===== config.mk =====
export PLATFORM = sky130hd
export DESIGN_NAME = cyclic_distance_cache_tags_unit
export DESIGN_NICKNAME = d
export VERILOG_FILES = /design/src/sv/cdct_pkg.sv /design/src/sv/cdct_tag_ram.sv /design/src/sv/cdct_slot_eval.sv /design/src/sv/cyclic_distance_cache_tags_unit.sv
export SDC_FILE = /design/constraint.sdc
export NUM_CORES = 1
export LEC_CHECK = 0
export BUFFER_PORTS_ARGS = -buffer_cell sky130_fd_sc_hd__buf_4
export CAP_MARGIN = 10
export CORE_ASPECT_RATIO = 0.75
export CORE_UTILIZATION = 40
export DETAILED_ROUTE_END_ITERATION = 6
export GPL_ROUTABILITY_DRIVEN = 0
export REMOVE_ABC_BUFFERS = 1
export SYNTH_ARGS = -nofsm -noshare
export SYNTH_HDL_FRONTEND = slang
export SYNTH_SLANG_ARGS = --single-unit

===== constraint.sdc =====
create_clock -name clk -period 7.25 [get_ports clk]
set_input_delay 1.45 -clock clk [delete_from_list [all_inputs] [get_ports clk]]
set_output_delay 1.45 -clock clk [all_outputs]
set_load 0.1 [all_outputs]

===== src/sv/cdct_pkg.sv =====
package cdct_pkg;

    // Default number of slots in the tag table.
    localparam int CACHE_SLOTS_DEF = 8;

    // Field widths fixed by the interface.
    localparam int ROW_W        = 16;
    localparam int SLOT_FIELD_W = 3;

    // The wrapped distance (L - r) + t spans -65535 .. 131070.
    localparam int DIST_W = ROW_W + 2;

    // Request kinds carried in tuser.
    localparam logic OP_LOOKUP = 1'b0;
    localparam logic OP_CLEAR  = 1'b1;

    // Controls from the sequencer to the slot evaluator.
    typedef struct packed {
        logic start;      // forget the previous scan
        logic sample;     // a tag read from the RAM is present this cycle
        logic tag_valid;  // valid bit of the slot being sampled
    } eval_ctrl_t;

    // Summary of a finished scan.
    typedef struct packed {
        logic hit_found;
        logic inv_found;
    } eval_stat_t;

endpackage


===== src/sv/cdct_tag_ram.sv =====
module cdct_tag_ram
    import cdct_pkg::*;
#(
    parameter int DEPTH  = CACHE_SLOTS_DEF,
    parameter int ADDR_W = $clog2(CACHE_SLOTS_DEF)
)
(
    input  logic              clk,
    input  logic              we,
    input  logic [ADDR_W-1:0] waddr,
    input  logic [ROW_W-1:0]  wdata,
    input  logic              re,
    input  logic [ADDR_W-1:0] raddr,
    output logic [ROW_W-1:0]  rdata
);

    logic [ROW_W-1:0] mem [DEPTH];

    always_ff @(posedge clk)
    begin
        if (we)
        begin
            mem[waddr] <= wdata;
        end
    end

    always_ff @(posedge clk)
    begin
        if (re)
        begin
            rdata <= mem[raddr];
        end
    end

endmodule


===== src/sv/cdct_slot_eval.sv =====
module cdct_slot_eval
    import cdct_pkg::*;
#(
    parameter int SLOT_W = $clog2(CACHE_SLOTS_DEF)
)
(
    input  logic              clk,
    input  logic              rst_n,
    input  eval_ctrl_t        ctrl,
    input  logic [SLOT_W-1:0] slot_idx,
    input  logic [ROW_W-1:0]  tag,
    input  logic [ROW_W-1:0]  row,
    input  logic [ROW_W-1:0]  list_length,
    output eval_stat_t        stat,
    output logic [SLOT_W-1:0] hit_slot,
    output logic [SLOT_W-1:0] victim_slot
);

    logic                     hit_found_reg, hit_found_next;
    logic [SLOT_W-1:0]        hit_slot_reg, hit_slot_next;
    logic                     inv_found_reg, inv_found_next;
    logic [SLOT_W-1:0]        inv_slot_reg, inv_slot_next;
    logic signed [DIST_W-1:0] best_reg, best_next;
    logic [SLOT_W-1:0]        best_slot_reg, best_slot_next;

    logic [ROW_W-1:0]         direct;
    logic signed [DIST_W-1:0] wrapped;
    logic signed [DIST_W-1:0] cyc_dist;

    // Cyclic distance of the sampled tag to the requested row.
    always_comb
    begin
        direct   = (tag >= row) ? (tag - row) : (row - tag);
        wrapped  = $signed({2'b00, list_length}) - $signed({2'b00, row})
                   + $signed({2'b00, tag});
        cyc_dist = ($signed({2'b00, direct}) < wrapped) ? $signed({2'b00, direct}) : wrapped;
    end

    always_comb
    begin
        hit_found_next = hit_found_reg;
        hit_slot_next  = hit_slot_reg;
        inv_found_next = inv_found_reg;
        inv_slot_next  = inv_slot_reg;
        best_next      = best_reg;
        best_slot_next = best_slot_reg;
        if (ctrl.start)
        begin
            hit_found_next = 1'b0;
            hit_slot_next  = '0;
            inv_found_next = 1'b0;
            inv_slot_next  = '0;
            best_next      = '0;
            best_slot_next = '0;
        end
        else if (ctrl.sample)
        begin
            if (ctrl.tag_valid)
            begin
                // Only the lowest matching slot counts as the hit.
                if (!hit_found_reg && tag == row)
                begin
                    hit_found_next = 1'b1;
                    hit_slot_next  = slot_idx;
                end
                if (cyc_dist > best_reg)
                begin
                    best_next      = cyc_dist;
                    best_slot_next = slot_idx;
                end
            end
            else if (!inv_found_reg)
            begin
                inv_found_next = 1'b1;
                inv_slot_next  = slot_idx;
            end
        end
    end

    always_ff @(posedge clk or negedge rst_n)
    begin
        if (!rst_n)
        begin
            hit_found_reg <= 1'b0;
            hit_slot_reg  <= '0;
            inv_found_reg <= 1'b0;
            inv_slot_reg  <= '0;
            best_reg      <= '0;
            best_slot_reg <= '0;
        end
        else
        begin
            hit_found_reg <= hit_found_next;
            hit_slot_reg  <= hit_slot_next;
            inv_found_reg <= inv_found_next;
            inv_slot_reg  <= inv_slot_next;
            best_reg      <= best_next;
            best_slot_reg <= best_slot_next;
        end
    end

    assign stat.hit_found = hit_found_reg;
    assign stat.inv_found = inv_found_reg;
    assign hit_slot       = hit_slot_reg;
    // An empty slot always wins over the distance choice.
    assign victim_slot    = inv_found_reg ? inv_slot_reg : best_slot_reg;

endmodule


===== src/sv/cyclic_distance_cache_tags_unit.sv =====
// Tag table of a small slot cache for a scrolling list. A request carries a
// kind in tuser (lookup or clear) and a list row in tdata. A lookup reports a
// hit with the lowest slot that already holds the row; on a miss it installs
// the row in the lowest empty slot or, with every slot in use, in the slot
// whose cyclic distance min(|tag - row|, (list_length - row) + tag) is
// strictly the largest, slot 0 being the default. A clear invalidates all
// slots and answers with a zero slot. The row tags live in a single-port-read
// synchronous RAM which is scanned one slot per cycle, so a lookup occupies
// the block through the scan, a drain state and a response state before the
// next acceptance, and a clear only through the response state. The valid
// bits are flip-flops cleared at once by reset or by a clear, so no clearing
// pass is needed. The result sits in an output register, and the block only
// stalls if that register is still full when the next result is ready.
// list_length should be written only while the block is idle.
module cyclic_distance_cache_tags_unit
    import cdct_pkg::*;
#(
    parameter int CACHE_SLOTS = CACHE_SLOTS_DEF
)
(
    input  logic             clk,
    input  logic             rst_n,
    // Request stream.
    input  logic             s_axis_tvalid,
    output logic             s_axis_tready,
    input  logic [15:0]      s_axis_tdata,   // [15:0] row_index
    input  logic [0:0]       s_axis_tuser,   // [0] opcode
    // Result stream.
    output logic             m_axis_tvalid,
    input  logic             m_axis_tready,
    output logic [7:0]       m_axis_tdata,   // [2:0] slot, [7:3] zero
    output logic [0:0]       m_axis_tuser,   // [0] hit
    // list_length register.
    input  logic             cfg_we,
    input  logic [ROW_W-1:0] cfg_wdata
);

    localparam int SLOT_W = $clog2(CACHE_SLOTS);

    typedef enum logic [1:0] {
        ST_IDLE,
        ST_SCAN,
        ST_DRAIN,
        ST_RESP
    } state_t;

    state_t               state_reg;
    logic [ROW_W-1:0]     list_length_reg;
    logic [ROW_W-1:0]     row_reg;
    logic                 clear_reg;
    logic [SLOT_W-1:0]    idx_reg;
    logic                 rd_pend_reg;
    logic [SLOT_W-1:0]    rd_slot_reg;
    logic [CACHE_SLOTS-1:0] valid_reg;
    logic                 m_valid_reg;
    logic [7:0]           m_data_reg;
    logic                 m_hit_reg;

    logic                 in_acc;
    logic                 out_free;
    logic                 resp_load;
    logic                 ram_we;
    logic                 ram_re;
    logic [ROW_W-1:0]     ram_rdata;
    eval_ctrl_t           ev_ctrl;
    eval_stat_t           ev_stat;
    logic [SLOT_W-1:0]    hit_slot;
    logic [SLOT_W-1:0]    victim_slot;
    logic [SLOT_W-1:0]    result_slot;
    logic [SLOT_W+2:0]    slot_wide;
    logic                 result_hit;

    assign s_axis_tready = (state_reg == ST_IDLE);
    assign in_acc        = s_axis_tvalid && s_axis_tready;
    assign out_free      = !m_valid_reg || m_axis_tready;
    assign resp_load     = (state_reg == ST_RESP) && out_free;
    assign ram_re        = (state_reg == ST_SCAN);
    // A miss installs the row; a hit or a clear leaves the tags alone.
    assign ram_we        = resp_load && !clear_reg && !ev_stat.hit_found;

    assign ev_ctrl.start     = in_acc;
    assign ev_ctrl.sample    = rd_pend_reg;
    assign ev_ctrl.tag_valid = valid_reg[rd_slot_reg];

    assign result_hit  = !clear_reg && ev_stat.hit_found;
    assign result_slot = clear_reg ? '0 : (ev_stat.hit_found ? hit_slot : victim_slot);
    // Slot numbers wider than the field are reported in their low bits.
    assign slot_wide   = {3'b000, result_slot};

    cdct_tag_ram #(
        .DEPTH  (CACHE_SLOTS),
        .ADDR_W (SLOT_W)
    ) u_tag_ram (
        .clk   (clk),
        .we    (ram_we),
        .waddr (victim_slot),
        .wdata (row_reg),
        .re    (ram_re),
        .raddr (idx_reg),
        .rdata (ram_rdata)
    );

    cdct_slot_eval #(
        .SLOT_W (SLOT_W)
    ) u_slot_eval (
        .clk         (clk),
        .rst_n       (rst_n),
        .ctrl        (ev_ctrl),
        .slot_idx    (rd_slot_reg),
        .tag         (ram_rdata),
        .row         (row_reg),
        .list_length (list_length_reg),
        .stat        (ev_stat),
        .hit_slot    (hit_slot),
        .victim_slot (victim_slot)
    );

    // Sequencer: one RAM read per slot, a drain state in which the last read data
    // is evaluated, then the result and the install in the same cycle. Nothing
    // reads the RAM while a write is pending, so no forwarding is required.
    always_ff @(posedge clk or negedge rst_n)
    begin
        if (!rst_n)
        begin
            state_reg       <= ST_IDLE;
            list_length_reg <= '0;
            row_reg         <= '0;
            clear_reg       <= 1'b0;
            idx_reg         <= '0;
            rd_pend_reg     <= 1'b0;
            rd_slot_reg     <= '0;
            valid_reg       <= '0;
            m_valid_reg     <= 1'b0;
            m_data_reg      <= '0;
            m_hit_reg       <= 1'b0;
        end
        else
        begin
            if (cfg_we)
            begin
                list_length_reg <= cfg_wdata;
            end

            // The output register is refilled in the same cycle as it drains.
            if (resp_load)
            begin
                m_valid_reg <= 1'b1;
            end
            else if (m_valid_reg && m_axis_tready)
            begin
                m_valid_reg <= 1'b0;
            end

            unique case (state_reg)
                ST_IDLE:
                begin
                    rd_pend_reg <= 1'b0;
                    if (in_acc)
                    begin
                        row_reg   <= s_axis_tdata;
                        idx_reg   <= '0;
                        clear_reg <= (s_axis_tuser[0] == OP_CLEAR);
                        if (s_axis_tuser[0] == OP_CLEAR)
                        begin
                            valid_reg <= '0;
                            state_reg <= ST_RESP;
                        end
                        else
                        begin
                            state_reg <= ST_SCAN;
                        end
                    end
                end
                ST_SCAN:
                begin
                    rd_pend_reg <= 1'b1;
                    rd_slot_reg <= idx_reg;
                    if (idx_reg == SLOT_W'(CACHE_SLOTS - 1))
                    begin
                        state_reg <= ST_DRAIN;
                    end
                    else
                    begin
                        idx_reg <= idx_reg + 1'b1;
                    end
                end
                ST_DRAIN:
                begin
                    rd_pend_reg <= 1'b0;
                    state_reg   <= ST_RESP;
                end
                ST_RESP:
                begin
                    rd_pend_reg <= 1'b0;
                    if (resp_load)
                    begin
                        m_hit_reg   <= result_hit;
                        m_data_reg  <= {5'b00000, slot_wide[2:0]};
                        if (ram_we)
                        begin
                            valid_reg[victim_slot] <= 1'b1;
                        end
                        state_reg <= ST_IDLE;
                    end
                end
                default:
                begin
                    state_reg <= ST_IDLE;
                end
            endcase
        end
    end

    assign m_axis_tvalid   = m_valid_reg;
    assign m_axis_tdata    = m_data_reg;
    assign m_axis_tuser[0] = m_hit_reg;

endmodule


==> flow_summary.json <==
{
  "rows": 56,
  "ant_nets": 0,
  "wl_per_cell_um": 19.3,
  "antenna_found_initial": 0,
  "dp.cells": 1623,
  "synth-edff-count": 144,
  "initial_utilization_pct": 41.1,
  "numPortBuffers": 43,
  "crit_type": "flip-flop to flip-flop",
  "max_stage_delay_ps": 390,
  "clock_latency_ps": 540,
  "grt_usage_pct": 19.9,
  "ios": 49,
  "fp.dieH_um": 158,
  "syn2layout_area_growth_pct": 19.0,
  "synth_top_area_share_pct": 33.3,
  "drv_slew": 0,
  "yosys_most_used_dff": "edfxtp_1",
  "largest_reg_flops": 128,
  "hold_path.class": "flip-flop to flip-flop",
  "cts-root-buf": "clkbuf_16",
  "drive_above_1_share_pct": 25.2,
  "final_nets": 1373,
  "grt-ovfl-total": 0,
  "max_slew_margin_pct": 26.0,
  "die_area_sq_mm": 0.0332,
  "multiInputGateArea_sq_mm": 0.00629,
  "setup_viol": 0,
  "path_common_cell": "a21oi_2",
  "via_per_inst": 5.40,
  "clock-sinks": 228,
  "ys_warn_count": 0,
  "cp.required_ps": 7720,
  "synth-seq-area-share_pct": 49.5,
  "finalCritPeriodShare_pct": 99.0,
  "fillCellCount": 2841,
  "tightest_slew_ps": 1110,
  "post-route-min-period_ps": 7180,
  "htreeDepth": 1,
  "reg2reg_slack_ps": 70,
  "critPathMaxFanout": 10,
  "status": "finished clean",
  "ys_ff_latch": 228,
  "synthCells": 1111,
  "crit_family": "compound AO/OA/AOI/OAI gates",
  "synth_most_common_cell": "edfxtp_1",
  "vias": 9053,
  "yosys-top-cells-count": "144 x edfxtp_1, 105 x ha_1, 85 x a21oi_1",
  "path_buf_inv": 4,
  "n_antenna_cell": 0,
  "maxCapViolCount": 0,
  "hold_viol": 0,
  "fin_skew_ps": 22.7,
  "drtIter0Drc": 801,
  "die_w_um": 210,
  "clk_path_buf_depth": 3,
  "startpoint_type": "flip-flop",
  "synthDistinctLibCells": 75,
  "cp_slowest_cell": "or3_4",
  "synthArstFlopShare_pct": 36.8,
  "cts_buffers": 23,
  "dpl.hpwl_um": 22300,
  "drtPass1Iterations": 5,
  "fmaxAchievable_mhz": 139,
  "arrival_ps": 7650,
  "drc": 0,
  "cts_tree": "done",
  "wl_um": 32400,
  "ys_top_cells_by_area": "edfxtp_1 33%, dfrtp_1 16%, ha_1 10%",
  "seq_area_sq_mm": 0.00643,
  "synth_area_leader_cell": "edfxtp_1",
  "end_kind": "flip-flop",
  "grt_first_pass_wirelength_um": 50400,
  "syn_avg_cell_area_sq_um": 11.7,
  "synth_area_sq_mm": 0.0130,
  "utilization_pct": 48.9,
  "clkSlewWorstSetupHoldPaths_ps": 70,
  "core_area_sq_mm": 0.0316,
  "layoutNonFillerInstCount": 1678,
  "rsz0062_at_grt": "yes",
  "grt_pass1_vias": 8789,
  "grt_max_degree": 51
}
==> cell families (layout without fill, tap and decap cells) <==
logic type | Yosys count | count (layout) | synth area share [%]
AND/OR/NAND/NOR | 251 | 251 | 9.30
XOR/XNOR | 42 | 42 | 2.83
multiplexers | 96 | 96 | 11.0
buffers and inverters | 132 | 260 | 4.49
adder cells (fa/ha/maj) | 109 | 109 | 10.7
flip-flops | 228 | 228 | 49.5
AO/OA/AOI/OAI | 252 | 252 | 12.1
other | 1 | 5 | 0.0289
==> layout by cell type (no fill, tap or decap), types with 4 or more instances in the layout <==
cell type    n
o21bai_1     5
nand4_1     13
a21o_1      13
nand3_1     11
dfrtp_1     82
nor3_1      12
nor2_1      71
and3_1       5
a211oi_1     6
or3_1        7
ha_1        98
mux2_2      36
edfxtp_1   144
o21ai_0     64
mux4_2      34
o21ai_1      6
clkbuf_16   25
nand2_1     77
clkbuf_8     4
a31oi_1      6
mux2i_1     26
nor2b_1      8
xor2_1      17
a21oi_2     17
o21a_1      11
xnor2_1     23
a21oi_1     69
a211oi_2     5
conb_1       5
buf_4      129
nand2b_1    17
clkinv_2     5
a221oi_1     4
o211ai_1     6
inv_1       79
ha_4         5
==> stage by stage <==
step / TNS [ps] / area [sq um] / hold WS (ps) / setup slack (ps)
6_report: 0 / 15500 / 496 / 71.0
5_1_grt: -4980 / 15500 / 515 / -305
4_1_cts: 0 / 15100 / 502 / 23.0
3_5_place_dp: -5170 / 14200 / 485 / -357
3_3_place_gp: -298 / 14200 / 479 / -46.5
2_1_floorplan: -15690 / 12700 / 457 / -813
==> tightest hold or removal path, delay by kind of cell, from the launching register on <==
family	cells	cell delay, ps
and+or+nand+nor	1	70
AOI/OAI and AO/OA	1	40
DFF	1	340
==> repair_timing <==
item	CTS	global route
pin swaps	4	24
gates cloned	1	2
endpoints found under the hold margin	0	0
hold buffers	0	0
setup endpoints to repair	21	21
buffers inserted	4	6
gates resized for setup	18	43
==> area by class of cell <==
cell class,instances,share of cell area [%]
repair buffers,136,7.23
inverters,82,1.99
clock inverters,13,0.834
multi-input cells,755,40.7
flip-flops and latches,228,41.6
well taps,435,3.52
clock buffers,29,4.13
==> metal layers <==
layer / GRT usage (%) / part of all wire [%] / up-vias
met3: 2.48 / 4.1 / 41
met5: 0 / 0 / -
met2: 29.7 / 43 / 207
met4: 3.82 / 1.6 / 0
li1: - / - / 4297
met1: 30.7 / 52 / 4508
==> final timing paths <==
kind,cells past startpoint,endpoint,startpoint
worst min register to register,2,valid_reg[3],valid_reg[3]
worst max-delay path,36,u_slot_eval.best_reg[13],row_reg[0]
max in group asynchronous,2,idx_reg[0],rst_n
worst min-delay path,2,valid_reg[3],valid_reg[3]
worst max register to register,36,u_slot_eval.best_reg[13],row_reg[0]
min in group asynchronous,1,list_length_reg[6],rst_n
Power is not shown: default switching activity piles up to over one toggle a cycle in this logic, so the estimate is an artifact.
